File: config.mk
export PLATFORM = sky130hd
export DESIGN_NAME = pi_controller_measured_period_top
export DESIGN_NICKNAME = d
export VERILOG_FILES = /design/src/rtl/core/picmp_pkg.sv /design/src/rtl/core/picmp_regs.sv /design/src/rtl/core/picmp_mul.sv /design/src/rtl/core/picmp_div.sv /design/src/rtl/core/pi_controller_measured_period_top.sv
export SDC_FILE = /design/constraint.sdc
export NUM_CORES = 2
export LEC_CHECK = 0
export BUFFER_PORTS_ARGS = -buffer_cell sky130_fd_sc_hd__buf_4
export CAP_MARGIN = 40
export CORE_AREA = 2 2 395 397
export CTS_BUF_LIST = sky130_fd_sc_hd__clkbuf_4
export DETAILED_ROUTE_END_ITERATION = 12
export DIE_AREA = 0 0 397 399
export GPL_TIMING_DRIVEN = 0
export PLACE_DENSITY = 0.66
export SLEW_MARGIN = 0
export SYNTH_ARGS = -nofsm -noshare
export SYNTH_HDL_FRONTEND = slang
export SYNTH_SLANG_ARGS = --single-unit
File: constraint.sdc
create_clock -name clk -period 15.6 [get_ports clk]
set_input_delay 0.78 -clock clk [delete_from_list [all_inputs] [get_ports clk]]
set_output_delay 0.78 -clock clk [all_outputs]
set_load 0.01 [all_outputs]
File: src/rtl/core/picmp_pkg.sv
// shared types and constants of the pi controller with measured period
package picmp_pkg;

  // field and datapath widths fixed by the item format
  localparam int DATA_W     = 16;  // setpoint, measured
  localparam int ERR_W      = 17;  // setpoint - measured
  localparam int OP_W       = 2;
  localparam int GAIN_W     = 16;
  localparam int FADE_W     = 16;
  localparam int TC_W       = 24;
  localparam int DRIVE_W    = 32;
  localparam int MUL_W      = 32;  // shared multiplier operand width
  localparam int PROD_W     = 2 * MUL_W;
  localparam int OPND_W     = 64;  // container for sum magnitude and elapsed product
  localparam int ACC_W      = 128; // full I-term numerator
  localparam int FRAC_SHIFT = 23;  // Q8.8 * Q1.15 scaling
  localparam int PM_W       = 24;  // |P| after the shift
  localparam int QUOT_W     = 34;  // quotient bits worked out by the divider
  localparam int SPLIT      = FRAC_SHIFT + QUOT_W;
  localparam int FIN_W      = 37;  // width of the final P + I sum
  localparam int APB_W      = 32;
  localparam int ADDR_W     = 4;

  // any I term at or above this saturates the drive anyway
  localparam logic [QUOT_W:0] I_CAP = {1'b1, {QUOT_W{1'b0}}};

  // item kinds carried in tuser
  localparam logic [OP_W-1:0] OP_STEP  = 2'd0;
  localparam logic [OP_W-1:0] OP_CLEAR = 2'd1;
  localparam logic [OP_W-1:0] OP_TICK  = 2'd2;

  // register indexes (byte address = 4 * index)
  localparam logic [1:0] REG_GAIN  = 2'd0;
  localparam logic [1:0] REG_TC    = 2'd1;
  localparam logic [1:0] REG_IFADE = 2'd2;
  localparam logic [1:0] REG_PFADE = 2'd3;

  typedef struct packed {
    logic signed [GAIN_W-1:0] gain;
    logic [TC_W-1:0]          time_constant;
    logic [FADE_W-1:0]        integral_fade;
    logic [FADE_W-1:0]        proportional_fade;
  } cfg_t;

  typedef struct packed {
    logic              start;
    logic [TC_W-1:0]   rem0;     // upper dividend part, already below divisor
    logic [QUOT_W-1:0] bits;     // lower dividend bits, msb first
    logic [TC_W-1:0]   divisor;
  } div_req_t;

endpackage

File: src/rtl/core/picmp_regs.sv
// apb register file holding gain, time constant and fades
module picmp_regs (
  input  logic                           clk,
  input  logic                           rst,
  input  logic                           psel,
  input  logic                           penable,
  input  logic                           pwrite,
  input  logic [picmp_pkg::ADDR_W-1:0]   paddr,
  input  logic [picmp_pkg::APB_W-1:0]    pwdata,
  output logic [picmp_pkg::APB_W-1:0]    prdata,
  output picmp_pkg::cfg_t                cfg
);

  logic       wr;
  logic [1:0] idx;

  assign wr  = psel && penable && pwrite;
  assign idx = paddr[3:2];

  always_ff @(posedge clk) begin
    if (rst) begin
      cfg.gain              <= 16'sd256;
      cfg.time_constant     <= 24'd1000000;
      cfg.integral_fade     <= 16'd32768;
      cfg.proportional_fade <= 16'd32768;
    end else if (wr) begin
      case (idx)
        picmp_pkg::REG_GAIN:  cfg.gain <= pwdata[picmp_pkg::GAIN_W-1:0];
        picmp_pkg::REG_TC:    cfg.time_constant <= pwdata[picmp_pkg::TC_W-1:0];
        picmp_pkg::REG_IFADE: cfg.integral_fade <= pwdata[picmp_pkg::FADE_W-1:0];
        picmp_pkg::REG_PFADE: cfg.proportional_fade <= pwdata[picmp_pkg::FADE_W-1:0];
        default: ;
      endcase
    end
  end

  always_comb begin
    case (idx)
      picmp_pkg::REG_GAIN:  prdata = picmp_pkg::APB_W'(cfg.gain);
      picmp_pkg::REG_TC:    prdata = picmp_pkg::APB_W'(cfg.time_constant);
      picmp_pkg::REG_IFADE: prdata = picmp_pkg::APB_W'(cfg.integral_fade);
      picmp_pkg::REG_PFADE: prdata = picmp_pkg::APB_W'(cfg.proportional_fade);
      default:              prdata = '0;
    endcase
  end

endmodule

File: src/rtl/core/picmp_mul.sv
// shared 32 x 32 unsigned multiplier with registered product
module picmp_mul (
  input  logic                            clk,
  input  logic [picmp_pkg::MUL_W-1:0]     a,
  input  logic [picmp_pkg::MUL_W-1:0]     b,
  output logic [picmp_pkg::PROD_W-1:0]    p
);

  always_ff @(posedge clk) begin
    p <= picmp_pkg::PROD_W'(a) * picmp_pkg::PROD_W'(b);
  end

endmodule

File: src/rtl/core/picmp_div.sv
// serial restoring divider, one quotient bit per cycle
module picmp_div (
  input  logic                             clk,
  input  logic                             rst,
  input  picmp_pkg::div_req_t              req,
  output logic                             done,
  output logic [picmp_pkg::QUOT_W-1:0]     quot
);

  localparam int CNT_W = $clog2(picmp_pkg::QUOT_W + 1);

  logic [picmp_pkg::TC_W-1:0] rem;
  logic [picmp_pkg::TC_W-1:0] dvs;
  logic [CNT_W-1:0]           cnt;
  logic                       busy;
  logic [picmp_pkg::TC_W:0]   trial;
  logic                       fits;

  assign trial = {rem, quot[picmp_pkg::QUOT_W-1]};
  assign fits  = trial >= {1'b0, dvs};

  // quot doubles as the dividend shift register
  always_ff @(posedge clk) begin
    if (req.start) begin
      rem  <= req.rem0;
      quot <= req.bits;
      dvs  <= req.divisor;
    end else if (busy) begin
      rem  <= fits ? picmp_pkg::TC_W'(trial - {1'b0, dvs}) : trial[picmp_pkg::TC_W-1:0];
      quot <= {quot[picmp_pkg::QUOT_W-2:0], fits};
    end
  end

  always_ff @(posedge clk) begin
    if (rst) begin
      busy <= 1'b0;
      cnt  <= '0;
      done <= 1'b0;
    end else begin
      done <= busy && (cnt == CNT_W'(1));
      if (req.start) begin
        busy <= 1'b1;
        cnt  <= CNT_W'(picmp_pkg::QUOT_W);
      end else if (busy) begin
        cnt <= cnt - CNT_W'(1);
        if (cnt == CNT_W'(1)) begin
          busy <= 1'b0;
        end
      end
    end
  end

endmodule

File: src/rtl/core/pi_controller_measured_period_top.sv
// top level of the pi controller with measured sample period
//
//  channel   dir  signals                                  transfer when
//  --------  ---  ---------------------------------------  -----------------------
//  s_*       in   s_tvalid s_tready s_tdata s_tuser        s_tvalid && s_tready
//  m_*       out  m_tvalid m_tready m_tdata                m_tvalid && m_tready
//  apb       in   psel penable pwrite paddr pwdata prdata  psel && penable && pwrite
//
//  tick, clear and unused kinds are taken while idle and give no result
//  a step runs through the sum update, the preparation, eight passes through the shared
//  multiplier, the overflow check, the serial divider (34 shifts, then done) and the
//  final state before m_tvalid rises; the next transfer can follow once the sequencer
//  is idle again; steps whose integral term saturates skip the divider
//  s_tready is high only while the sequencer is idle
//  a finished result waits in the output register; a following step stalls in its
//  last cycle only if that register is still full
//  rst is synchronous, active high; it loads register defaults and clears the sum
module pi_controller_measured_period_top #(
  parameter int SUM_WIDTH  = 40,
  parameter int TICK_WIDTH = 24
) (
  input  logic                               clk,
  input  logic                               rst,
  // input item
  input  logic                               s_tvalid,
  output logic                               s_tready,
  input  logic [31:0]                        s_tdata,  // [15:0] setpoint, [31:16] measured
  input  logic [picmp_pkg::OP_W-1:0]         s_tuser,  // [1:0] op
  // result item
  output logic                               m_tvalid,
  input  logic                               m_tready,
  output logic [picmp_pkg::DRIVE_W-1:0]      m_tdata,  // [31:0] drive
  // configuration
  input  logic                               psel,
  input  logic                               penable,
  input  logic                               pwrite,
  input  logic [picmp_pkg::ADDR_W-1:0]       paddr,
  input  logic [picmp_pkg::APB_W-1:0]        pwdata,
  output logic [picmp_pkg::APB_W-1:0]        prdata,
  output logic                               pready
);

  typedef enum logic [7:0] {
    ST_IDLE = 8'b0000_0001,
    ST_SUM  = 8'b0000_0010,
    ST_PREP = 8'b0000_0100,
    ST_MUL  = 8'b0000_1000,
    ST_ACC  = 8'b0001_0000,
    ST_CHK  = 8'b0010_0000,
    ST_DIV  = 8'b0100_0000,
    ST_FIN  = 8'b1000_0000
  } state_t;

  state_t state;

  picmp_pkg::cfg_t     cfg;
  picmp_pkg::div_req_t div_req;
  logic                div_done;
  logic [picmp_pkg::QUOT_W-1:0] div_quot;

  // controller state
  logic signed [SUM_WIDTH-1:0]  integral_sum;
  logic [TICK_WIDTH-1:0]        elapsed_ticks;
  logic                         first_step;

  // per-step working registers
  logic signed [picmp_pkg::ERR_W-1:0] err;
  logic [TICK_WIDTH-1:0]              elapsed;
  logic [picmp_pkg::GAIN_W-1:0]       gm;
  logic                               gneg;
  logic [picmp_pkg::DATA_W-1:0]       emag;
  logic                               eneg;
  logic [picmp_pkg::OPND_W-1:0]       smag;
  logic                               sneg;
  logic [picmp_pkg::TC_W-1:0]         tc_eff;
  logic [2:0]                         step;
  logic [picmp_pkg::MUL_W-1:0]        fac;
  logic [picmp_pkg::PM_W-1:0]         pm;
  logic [picmp_pkg::OPND_W-1:0]       bprod;
  logic [picmp_pkg::ACC_W-1:0]        acc;
  logic [picmp_pkg::QUOT_W:0]         im;

  logic [picmp_pkg::MUL_W-1:0]  mul_a;
  logic [picmp_pkg::MUL_W-1:0]  mul_b;
  logic [picmp_pkg::PROD_W-1:0] mul_p;

  logic                   accept;
  logic [SUM_WIDTH:0]     sum_ext;
  logic [SUM_WIDTH-1:0]   sum_mag;
  logic                   ovf;
  logic signed [picmp_pkg::FIN_W-1:0] p_s;
  logic signed [picmp_pkg::FIN_W-1:0] i_s;
  logic signed [picmp_pkg::FIN_W-1:0] d_s;
  logic [picmp_pkg::DRIVE_W-1:0]      drive;
  logic                   out_free;

  assign pready   = 1'b1;
  assign s_tready = (state == ST_IDLE);
  assign accept   = s_tvalid && s_tready;
  assign out_free = !m_tvalid || m_tready;

  picmp_regs u_regs (
    .clk     (clk),
    .rst     (rst),
    .psel    (psel),
    .penable (penable),
    .pwrite  (pwrite),
    .paddr   (paddr),
    .pwdata  (pwdata),
    .prdata  (prdata),
    .cfg     (cfg)
  );

  // operand selection for the shared multiplier
  //   0: |gain| * pfade      1: that * |err|         -> P term
  //   2: |gain| * ifade      3: that * elapsed
  //   4..7: 64 x 64 product with |sum| as four 32-bit partials
  always_comb begin
    case (step)
      3'd0: begin
        mul_a = picmp_pkg::MUL_W'(gm);
        mul_b = picmp_pkg::MUL_W'(cfg.proportional_fade);
      end
      3'd1: begin
        mul_a = fac;
        mul_b = picmp_pkg::MUL_W'(emag);
      end
      3'd2: begin
        mul_a = picmp_pkg::MUL_W'(gm);
        mul_b = picmp_pkg::MUL_W'(cfg.integral_fade);
      end
      3'd3: begin
        mul_a = fac;
        mul_b = picmp_pkg::MUL_W'(elapsed);
      end
      3'd4: begin
        mul_a = bprod[31:0];
        mul_b = smag[31:0];
      end
      3'd5: begin
        mul_a = bprod[31:0];
        mul_b = smag[63:32];
      end
      3'd6: begin
        mul_a = bprod[63:32];
        mul_b = smag[31:0];
      end
      3'd7: begin
        mul_a = bprod[63:32];
        mul_b = smag[63:32];
      end
      default: begin
        mul_a = '0;
        mul_b = '0;
      end
    endcase
  end

  picmp_mul u_mul (
    .clk (clk),
    .a   (mul_a),
    .b   (mul_b),
    .p   (mul_p)
  );

  // saturating integral update
  assign sum_ext = {integral_sum[SUM_WIDTH-1], integral_sum} + (SUM_WIDTH + 1)'(err);
  assign sum_mag = integral_sum[SUM_WIDTH-1] ? (~integral_sum + SUM_WIDTH'(1))
                                             : integral_sum;

  // quotient of numerator >> 23 by tc would not fit the divider: I saturates
  assign ovf = (|acc[picmp_pkg::ACC_W-1:picmp_pkg::SPLIT + picmp_pkg::TC_W])
            || (acc[picmp_pkg::SPLIT + picmp_pkg::TC_W - 1:picmp_pkg::SPLIT] >= tc_eff);

  always_comb begin
    div_req.start   = (state == ST_CHK) && !ovf;
    div_req.rem0    = acc[picmp_pkg::SPLIT + picmp_pkg::TC_W - 1:picmp_pkg::SPLIT];
    div_req.bits    = acc[picmp_pkg::SPLIT-1:picmp_pkg::FRAC_SHIFT];
    div_req.divisor = tc_eff;
  end

  picmp_div u_div (
    .clk  (clk),
    .rst  (rst),
    .req  (div_req),
    .done (div_done),
    .quot (div_quot)
  );

  // signed P + I and 32-bit saturation
  always_comb begin
    p_s = (eneg ^ gneg) ? -picmp_pkg::FIN_W'(pm) : picmp_pkg::FIN_W'(pm);
    i_s = (sneg ^ gneg) ? -picmp_pkg::FIN_W'(im) : picmp_pkg::FIN_W'(im);
    d_s = p_s + i_s;
    if (d_s[picmp_pkg::FIN_W-1:picmp_pkg::DRIVE_W-1] == '0 ||
        d_s[picmp_pkg::FIN_W-1:picmp_pkg::DRIVE_W-1] == '1) begin
      drive = d_s[picmp_pkg::DRIVE_W-1:0];
    end else begin
      drive = d_s[picmp_pkg::FIN_W-1] ? {1'b1, {(picmp_pkg::DRIVE_W-1){1'b0}}}
                                      : {1'b0, {(picmp_pkg::DRIVE_W-1){1'b1}}};
    end
  end

  // sequencer and controller state
  always_ff @(posedge clk) begin
    if (rst) begin
      state         <= ST_IDLE;
      integral_sum  <= '0;
      elapsed_ticks <= '0;
      first_step    <= 1'b1;
      step          <= '0;
      m_tvalid      <= 1'b0;
    end else begin
      // in ST_FIN a free output register is refilled below
      if (m_tvalid && m_tready && state != ST_FIN) begin
        m_tvalid <= 1'b0;
      end
      case (state)
        ST_IDLE: begin
          if (accept) begin
            case (s_tuser)
              picmp_pkg::OP_STEP: begin
                first_step    <= 1'b0;
                elapsed_ticks <= '0;
                state         <= ST_SUM;
              end
              picmp_pkg::OP_CLEAR: begin
                integral_sum <= '0;
              end
              picmp_pkg::OP_TICK: begin
                if (elapsed_ticks != '1) begin
                  elapsed_ticks <= elapsed_ticks + TICK_WIDTH'(1);
                end
              end
              default: ;
            endcase
          end
        end
        ST_SUM: begin
          // overflow when the two top bits of the widened sum differ
          if (sum_ext[SUM_WIDTH] != sum_ext[SUM_WIDTH-1]) begin
            integral_sum <= sum_ext[SUM_WIDTH] ? {1'b1, {(SUM_WIDTH-1){1'b0}}}
                                               : {1'b0, {(SUM_WIDTH-1){1'b1}}};
          end else begin
            integral_sum <= sum_ext[SUM_WIDTH-1:0];
          end
          state <= ST_PREP;
        end
        ST_PREP: begin
          step  <= '0;
          state <= ST_MUL;
        end
        ST_MUL: begin
          state <= ST_ACC;
        end
        ST_ACC: begin
          step <= step + 3'd1;
          state <= (step == 3'd7) ? ST_CHK : ST_MUL;
        end
        ST_CHK: begin
          state <= ovf ? ST_FIN : ST_DIV;
        end
        ST_DIV: begin
          if (div_done) begin
            state <= ST_FIN;
          end
        end
        ST_FIN: begin
          if (out_free) begin
            m_tvalid <= 1'b1;
            state    <= ST_IDLE;
          end
        end
        default: state <= ST_IDLE;
      endcase
    end
  end

  // working registers, no reset needed
  always_ff @(posedge clk) begin
    if (accept) begin
      err     <= picmp_pkg::ERR_W'($signed(s_tdata[15:0]))
               - picmp_pkg::ERR_W'($signed(s_tdata[31:16]));
      elapsed <= first_step ? '0 : elapsed_ticks;
    end
    if (state == ST_SUM) begin
      gm   <= cfg.gain[picmp_pkg::GAIN_W-1] ? (~cfg.gain + picmp_pkg::GAIN_W'(1)) : cfg.gain;
      gneg <= cfg.gain[picmp_pkg::GAIN_W-1];
      emag <= picmp_pkg::DATA_W'(err[picmp_pkg::ERR_W-1] ? -err : err);
      eneg <= err[picmp_pkg::ERR_W-1];
    end
    if (state == ST_PREP) begin
      // integral_sum holds the updated sum here
      smag   <= picmp_pkg::OPND_W'(sum_mag);
      sneg   <= integral_sum[SUM_WIDTH-1];
      tc_eff <= (cfg.time_constant == '0) ? picmp_pkg::TC_W'(1) : cfg.time_constant;
    end
    if (state == ST_ACC) begin
      case (step)
        3'd0, 3'd2: fac   <= mul_p[picmp_pkg::MUL_W-1:0];
        3'd1:       pm    <= mul_p[picmp_pkg::FRAC_SHIFT + picmp_pkg::PM_W - 1:
                                   picmp_pkg::FRAC_SHIFT];
        3'd3:       bprod <= mul_p;
        3'd4:       acc   <= picmp_pkg::ACC_W'(mul_p);
        3'd5, 3'd6: acc   <= acc + (picmp_pkg::ACC_W'(mul_p) << 32);
        3'd7:       acc   <= acc + (picmp_pkg::ACC_W'(mul_p) << 64);
        default: ;
      endcase
    end
    if (state == ST_CHK && ovf) begin
      im <= picmp_pkg::I_CAP;
    end
    if (state == ST_DIV && div_done) begin
      im <= {1'b0, div_quot};
    end
    if (state == ST_FIN && out_free) begin
      m_tdata <= drive;
    end
  end

endmodule

---- Word level (Yosys, flattened, before mapping) ----
Index checks and enable logic that the tools add are counted.
Widths: inputs -> output; s select.
operators by class
  order comparisons ....................... 2
  multipliers ............................. 1
  equal/unequal tests ..................... 31
  reductions and logical operators ........ 47
  multiplexer cells ....................... 41
  bitwise operators ....................... 4
  add/subtract/negate cells ............... 14
operators with widths
  kind                   count
  $pmux 128 s3           1
  $pmux 32 s4            2
  $pmux 32 s6            1
  $mux 40                4
  $mux 34                4
  $add 128x128->128      1
  $add 128x96->128       1
  $mux 24                4
  $pmux 40 s2            1
  $mux 37                2
  $mul 32x32->64         1
  $mux 32                2
  $pmux 8 s8             1
  $pmux 24 s2            1
  $reduce_or 47->1       1
  $add 40x17->41         1
  $add 40x2->40 const B  1
  $mux 8                 5
  $not 40->40            1
  $mux 39                1
  $add 37x37->37         1
  $neg 24->37            1
  $neg 35->37            1
  $ge 25x24->1           1
  48 further kinds       100
storage, ports and cells
  output and inout bits ................... 67
  register bits ........................... 758
  logic and storage cells ................. 176

---- Logic depth before layout (Yosys ltp) ----
  word-level depth ........................ 6
  gate-level depth with buffers ........... 39
  depth with buffers taken out ............ 34

---- Hierarchy ----
Synthesis repeated with hierarchy kept, for this count alone.
second synthesis, totals
  cell total of the unflattened synthesis .. 8310
  area total of the unflattened synthesis .. 78614.1 µm²
modules (own cells, without submodules)
  module                             cells each  instances  area each (µm²)  sequential area each (µm²)
  pi_controller_measured_period_top  3758        1          35419.0          14503.9
  picmp_mul                          3762        1          34594.4          1281.2
  picmp_div                          453         1          5139.9           2622.5
  picmp_regs                         337         1          3460.8           1441.4

---- Worst setup path after synthesis ----
No wires, ideal clock.
  kind .................................... reg2reg
  from .................................... register step[0]
  to ...................................... register u_mul.p[56] (netlist bit)
  required time ........................... 15.479 ns
  data arrival time ....................... 9.379 ns
  setup slack ............................. 6.100 ns
  setup time .............................. 0.121 ns
  cell stages (with the launch flop) ...... 35
  path through ............................ dfxtp_1 > inv_1 > clkbuf_1 > clkbuf_1 > ha_1 > nor2b_1 > clkbuf_1 > clkbuf_1 > a22oi_1 > a31oi_1 > clkbuf_1 > nand2_1 > fa_1 > fa_1 > fa_1 > fa_1 > inv_1 > fa_1 > fa_1 > fa_1 > inv_1 > fa_1 > inv_1 > ha_1 > a21o_1 > a21o_1 > a21o_1 > a221oi_1 > o221ai_1 > o21ai_0 > a31oi_1 > a211oi_1 > nor3_1 > or3_1 > xor2_1
between the ends
  longest elaborated chain between the ends .. 4
  elaborated cells between the ends (all ways) .. 17
  those cells by class .................... 1 x mul; 7 x eq/ne; 2 x mux; 7 x reduce/logical
ends and longest elaborated chain
  item                                               line                                      RTL
  start, declared                                    pi_controller_measured_period_top.sv:76   logic [2:0] step;
  start signal, assigned                             pi_controller_measured_period_top.sv:257  step <= step + 3'd1;
  $eq 3x3->1, or another cell as far along           pi_controller_measured_period_top.sv:119  case (step)
  $reduce_or 2->1 (no line)                          n/a
  $pmux 32 s6 / $pmux 32 s4 (equally long branches)  pi_controller_measured_period_top.sv:119
  $mul 32x32->64 (*)                                 picmp_mul.sv:10                           p <= picmp_pkg::PROD_W'(a) * picmp_pkg::PROD_W'(b);
  end signal, assigned                               picmp_mul.sv:10
  end, declared                                      picmp_mul.sv:6                            output logic [picmp_pkg::PROD_W-1:0] p
Every way passes the cells marked *; elsewhere a longest branch is shown, timed or not.
A chain may end at the register's enable or synchronous reset.

---- Worst setup path in the final report ----
  from .................................... register step[0]
  to ...................................... register u_mul.p[59] (netlist bit)
Same word-level chain as after synthesis.

==> impl_metrics.prom <==
# TYPE chip_impl_metric gauge
chip_impl_metric{name="place.detailed.instances",unit=""} 10710
chip_impl_metric{name="cts_repair_resize_count",unit=""} 0
chip_impl_metric{name="ir_worst_vdd",unit="V"} 0.0000784
chip_impl_metric{name="cp_data_arrival_time",unit="ns"} 14.23
chip_impl_info{name="cts.root.buffer_cell",value="sky130_fd_sc_hd__clkbuf_4"} 1
chip_impl_metric{name="detailed_place_hpwl",unit="µm"} 250000
chip_impl_metric{name="report.final.setup_viol",unit=""} 0
chip_impl_info{name="crit_slowest_cell",value="sky130_fd_sc_hd__fa_1"} 1
chip_impl_metric{name="maxSlewHeadroom",unit=""} 0.282
chip_impl_info{name="holdCritPathClass",value="input port to flop"} 1
chip_impl_metric{name="drv_slew",unit=""} 0
chip_impl_metric{name="dieHeight",unit="µm"} 399
chip_impl_metric{name="post_synth_inst_count",unit=""} 8372
chip_impl_metric{name="global_route.usage.total",unit=""} 0.380
chip_impl_metric{name="synth_cell_types",unit=""} 88
chip_impl_metric{name="clkLatencyLatePin",unit="ns"} 1.20
chip_impl_info{name="min-delay-start",value="s_tdata[5]"} 1
chip_impl_metric{name="global_route.overflow_total",unit=""} 0
chip_impl_metric{name="drt.antenna.violating_nets",unit=""} 0
chip_impl_metric{name="pwr_density_cell",unit="nW/µm²"} 56.6
chip_impl_metric{name="clock-sinks",unit=""} 735
chip_impl_info{name="hold-path-endpoint",value="err[5]$_DFFE_PP_"} 1
chip_impl_metric{name="floorplan.core_area",unit="µm²"} 154000
chip_impl_metric{name="post-route-drc-count",unit=""} 0
chip_impl_metric{name="synth.net_count",unit=""} 9895
chip_impl_info{name="unrepaired_setup_endpoints_after_global_routing",value="no"} 1
chip_impl_metric{name="wire_per_inst",unit="µm"} 27.0
chip_impl_metric{name="reg2reg_setup_slack",unit="ns"} 2.39
chip_impl_metric{name="timing.critical_path.required",unit="ns"} 16.62
chip_impl_metric{name="yosys_register_bits",unit=""} 735
chip_impl_metric{name="cts-buffers-inserted",unit=""} 198
chip_impl_info{name="status",value="finished, final reports clean"} 1
chip_impl_metric{name="stdcell_count",unit=""} 11127
chip_impl_metric{name="post_route_cells_drive_above_1_share",unit=""} 0.0827
chip_impl_metric{name="max-clock-path-buffers",unit=""} 3
chip_impl_metric{name="cp_slowest_stage_delay",unit="ns"} 0.78
chip_impl_info{name="cts_tree",value="done"} 1
chip_impl_info{name="worst_r2r_startpoint",value="step[0]$_SDFFE_PP0P_"} 1
chip_impl_metric{name="fp.dieArea",unit="µm²"} 158000
chip_impl_metric{name="routed_via_density",unit=""} 5.94
chip_impl_metric{name="maxClockFrequency",unit="GHz"} 0.0757
chip_impl_metric{name="edff_count_synth",unit=""} 513
chip_impl_metric{name="cellLeakagePower",unit="nW"} 38.3
chip_impl_metric{name="final_net_count",unit=""} 10428
chip_impl_metric{name="clkSlewWorstSetupHoldPaths",unit="ns"} 0.06
chip_impl_metric{name="initial_core_util",unit=""} 0.499
chip_impl_metric{name="netlist_area",unit="µm²"} 76600
chip_impl_metric{name="synth_sequential_area_ratio",unit=""} 0.259
chip_impl_metric{name="drtPass1Iterations",unit=""} 9
chip_impl_metric{name="fin_tns_setup",unit="ns"} 0
chip_impl_metric{name="finClkSkew",unit="ns"} 0.108
chip_impl_info{name="ws_path_type",value="flop to flop"} 1
chip_impl_metric{name="post-route-cell-area",unit="µm²"} 85600
chip_impl_metric{name="gp_congestion",unit=""} 1.07
chip_impl_metric{name="timing_worst_slew_pin_value",unit="ns"} 1.08
chip_impl_metric{name="drv.max_cap_violation_count",unit=""} 0
chip_impl_metric{name="detail_route.iter0.violations",unit=""} 6412
chip_impl_metric{name="die_width",unit="µm"} 397
chip_impl_metric{name="dpl-instance-area",unit="µm²"} 82400
chip_impl_metric{name="first_global_vias",unit=""} 65203
chip_impl_metric{name="place.port_buffers",unit=""} 132
chip_impl_metric{name="via_count",unit=""} 66076
chip_impl_metric{name="fin_hold_viols",unit=""} 0
chip_impl_metric{name="grt_antenna_before_repair",unit=""} 18
chip_impl_metric{name="number_of_cell_rows",unit=""} 144
chip_impl_metric{name="timing.final.crit_share",unit=""} 0.847
chip_impl_info{name="startpoint_type",value="flop"} 1
chip_impl_metric{name="post_synth.cell_area_avg",unit="µm²"} 9.15
chip_impl_metric{name="grt_first_pass_wirelength",unit="µm"} 437000
chip_impl_metric{name="routed_wire_length",unit="µm"} 301000
chip_impl_info{name="capturing_point_of_the_worst_reg2reg_path",value="u_mul.p[59]$_DFF_P_"} 1
chip_impl_metric{name="cts_max_level",unit=""} 4
chip_impl_info{name="most_frequent_cell_on_the_critical_path",value="sky130_fd_sc_hd__fa_1"} 1
chip_impl_metric{name="postCtsSetupRepairBufs",unit=""} 0
chip_impl_metric{name="final_period_minus_worst_setup_slack",unit="ns"} 13.21
chip_impl_metric{name="grt_max_degree",unit=""} 59
chip_impl_metric{name="synthArstFlopShare",unit=""} 0
chip_impl_metric{name="area_growth_syn_to_layout",unit="%"} 11.7
chip_impl_metric{name="ioPinCount",unit=""} 144
chip_impl_metric{name="critPathMaxFanout",unit=""} 11
chip_impl_metric{name="reg2regPathDepth",unit=""} 34
chip_impl_metric{name="min_delay_path_depth",unit=""} 4
chip_impl_metric{name="synth.yosys.warnings",unit=""} 0
chip_impl_info{name="postSynth.topFlopCell",value="sky130_fd_sc_hd__edfxtp_1"} 1
chip_impl_info{name="end_kind",value="flop"} 1
==> synth_stat cells, types with 19 or more instances <==
cell                          n  area (µm²)
sky130_fd_sc_hd__o21bai_1    48         360
sky130_fd_sc_hd__and2_1      72         450
sky130_fd_sc_hd__a211oi_1    36         270
sky130_fd_sc_hd__o211ai_1    26         195
sky130_fd_sc_hd__fa_1       902       18100
sky130_fd_sc_hd__a21oi_1    429        2150
sky130_fd_sc_hd__nor2b_1     72         450
sky130_fd_sc_hd__a22oi_1     56         420
sky130_fd_sc_hd__o21ai_0    309        1550
sky130_fd_sc_hd__o31ai_1     50         375
sky130_fd_sc_hd__a31o_2      19         166
sky130_fd_sc_hd__xnor2_1    295        2580
sky130_fd_sc_hd__or3_1       28         175
sky130_fd_sc_hd__nand4_1     71         444
sky130_fd_sc_hd__nand3b_1    25         188
sky130_fd_sc_hd__a21boi_0    23         173
sky130_fd_sc_hd__xor2_1     142        1240
sky130_fd_sc_hd__nor2_1     953        3580
sky130_fd_sc_hd__a31oi_1     79         494
sky130_fd_sc_hd__nor4_1      41         257
sky130_fd_sc_hd__inv_1     1040        3900
sky130_fd_sc_hd__o21a_1      54         405
sky130_fd_sc_hd__and3_1      68         425
sky130_fd_sc_hd__mux2_2      36         405
sky130_fd_sc_hd__edfxtp_1   513       15400
sky130_fd_sc_hd__a21o_1     216        1620
sky130_fd_sc_hd__ha_1       544        6810
sky130_fd_sc_hd__o22ai_1     51         319
sky130_fd_sc_hd__nand2_1    994        3730
sky130_fd_sc_hd__nand3_1    130         651
sky130_fd_sc_hd__clkbuf_1   392        1470
sky130_fd_sc_hd__nand2b_1    60         375
sky130_fd_sc_hd__nor3_1      78         390
sky130_fd_sc_hd__dfxtp_1    222        4440
==> sequential cells by signal, summed over array words and instances, names as in the netlist, 17 cells and up <==
register       flops
tc_eff            24
fac               32
smag              40
elapsed_ticks     24
im                35
integral_sum      40
acc              105
bprod             64
elapsed           24
err               17
u_regs.cfg        72
u_div.rem         24
u_div.quot        34
m_tdata           32
pm                24
u_div.dvs         24
u_mul.p           64
==> through the flow <==
| stage | utilization | hold WS (ns) | total power (W) | setup WS [ns] |
|---|---|---|---|---|
| after global placement | 0.522 | 0.433 | 0.00300 | 0.268 |
| after floorplan | - | 0.406 | 0.00272 | 6.10 |
| final | 0.557 | 0.117 | 0.00484 | 2.39 |
| after detailed placement | 0.536 | 0.432 | 0.00301 | 2.63 |
| after global routing | 0.557 | 0.0282 | 0.00504 | 2.12 |
| after CTS | 0.556 | 0.00260 | 0.00485 | 2.67 |
==> cells by family (layout without fill, tap and decap cells) <==
| kind of cell | after synthesis | count (layout) | synth area share |
|---|---|---|---|
| and+or+nand+nor | 2669 | 2669 | 0.153 |
| DFF | 735 | 735 | 0.259 |
| other | 1 | 16 | 0.0000489 |
| muxes | 66 | 66 | 0.0118 |
| xor gates and xnor gates | 437 | 437 | 0.0500 |
| buffers and inverters | 1462 | 2158 | 0.0722 |
| adders and majority gates | 1446 | 1446 | 0.324 |
| AOI/OAI and AO/OA | 1556 | 1556 | 0.129 |
==> worst max-delay path, delay by kind of cell, from the launching register on <==
kind / cells / cell delay [ns]
xor+xnor: 1 / 0.18
compound gates: 6 / 1.89
buf+inv: 7 / 2.65
fa+ha+maj: 10 / 5.11
simple gates: 10 / 2.85
flops: 1 / 0.38
==> metal layers <==
metal  up-vias  part of all wire  track usage
met3       725              0.11        0.104
met5         -           0.00028            0
met4        12             0.059        0.193
met1     32480              0.40        0.507
li1      29137                 -            -
met2      3722              0.43        0.566
==> cell type report <==
type	count	area, µm²
well taps	2044	2560
multi-input cells	6175	51400
fillers	13963	68100
repair buffers	333	3550
plain buffers	420	1620
clock buffers	281	2110
flip-flops and latches	735	19800
inverters	1042	3910
clock inverters	82	571
diodes	15	37.5
==> layout by cell type, fill, tap and decap left out, types with 130 or more instances in the layout <==
cell type,synthesis,routed
sky130_fd_sc_hd__buf_4,8,165
sky130_fd_sc_hd__a21o_1,216,216
sky130_fd_sc_hd__clkbuf_1,392,392
sky130_fd_sc_hd__ha_1,544,544
sky130_fd_sc_hd__a21oi_1,429,429
sky130_fd_sc_hd__fa_1,902,902
sky130_fd_sc_hd__clkbuf_4,1,282
sky130_fd_sc_hd__edfxtp_1,513,513
sky130_fd_sc_hd__nor2_1,953,948
sky130_fd_sc_hd__nand3_1,130,130
sky130_fd_sc_hd__dfxtp_1,222,222
sky130_fd_sc_hd__xor2_1,142,142
sky130_fd_sc_hd__nand2_1,994,994
sky130_fd_sc_hd__xnor2_1,295,295
sky130_fd_sc_hd__o21ai_0,309,309
sky130_fd_sc_hd__inv_1,1040,1038
==> timing repair <==
action,in CTS,in global routing
hold buffers,37,0
endpoints found under the setup margin,0,0
endpoints found under the hold margin,80,0
==> worst max path at each step <==
| stage | start | to | cells after the start |
|---|---|---|---|
| after floorplan | step[0]$_SDFFE_PP0P_ | u_mul.p[56]$_DFF_P_ | 34 |
| after CTS | step[0]$_SDFFE_PP0P_ | u_mul.p[59]$_DFF_P_ | 34 |
| final | step[0]$_SDFFE_PP0P_ | u_mul.p[59]$_DFF_P_ | 34 |
| after detailed placement | step[0]$_SDFFE_PP0P_ | u_mul.p[59]$_DFF_P_ | 34 |
| after global placement | step[0]$_SDFFE_PP0P_ | u_mul.p[56]$_DFF_P_ | 34 |
| after global routing | step[0]$_SDFFE_PP0P_ | u_mul.p[59]$_DFF_P_ | 34 |
==> power breakdown <==
group | switching [W] | internal, W | total (W)
clock network | 0.000919 | 0.000920 | 0.00184
registers | 0.0000971 | 0.00212 | 0.00221
logic | 0.000484 | 0.000304 | 0.000788
total | 0.00150 | 0.00334 | 0.00484
No activity file was read; power rests on OpenSTA's default activity.
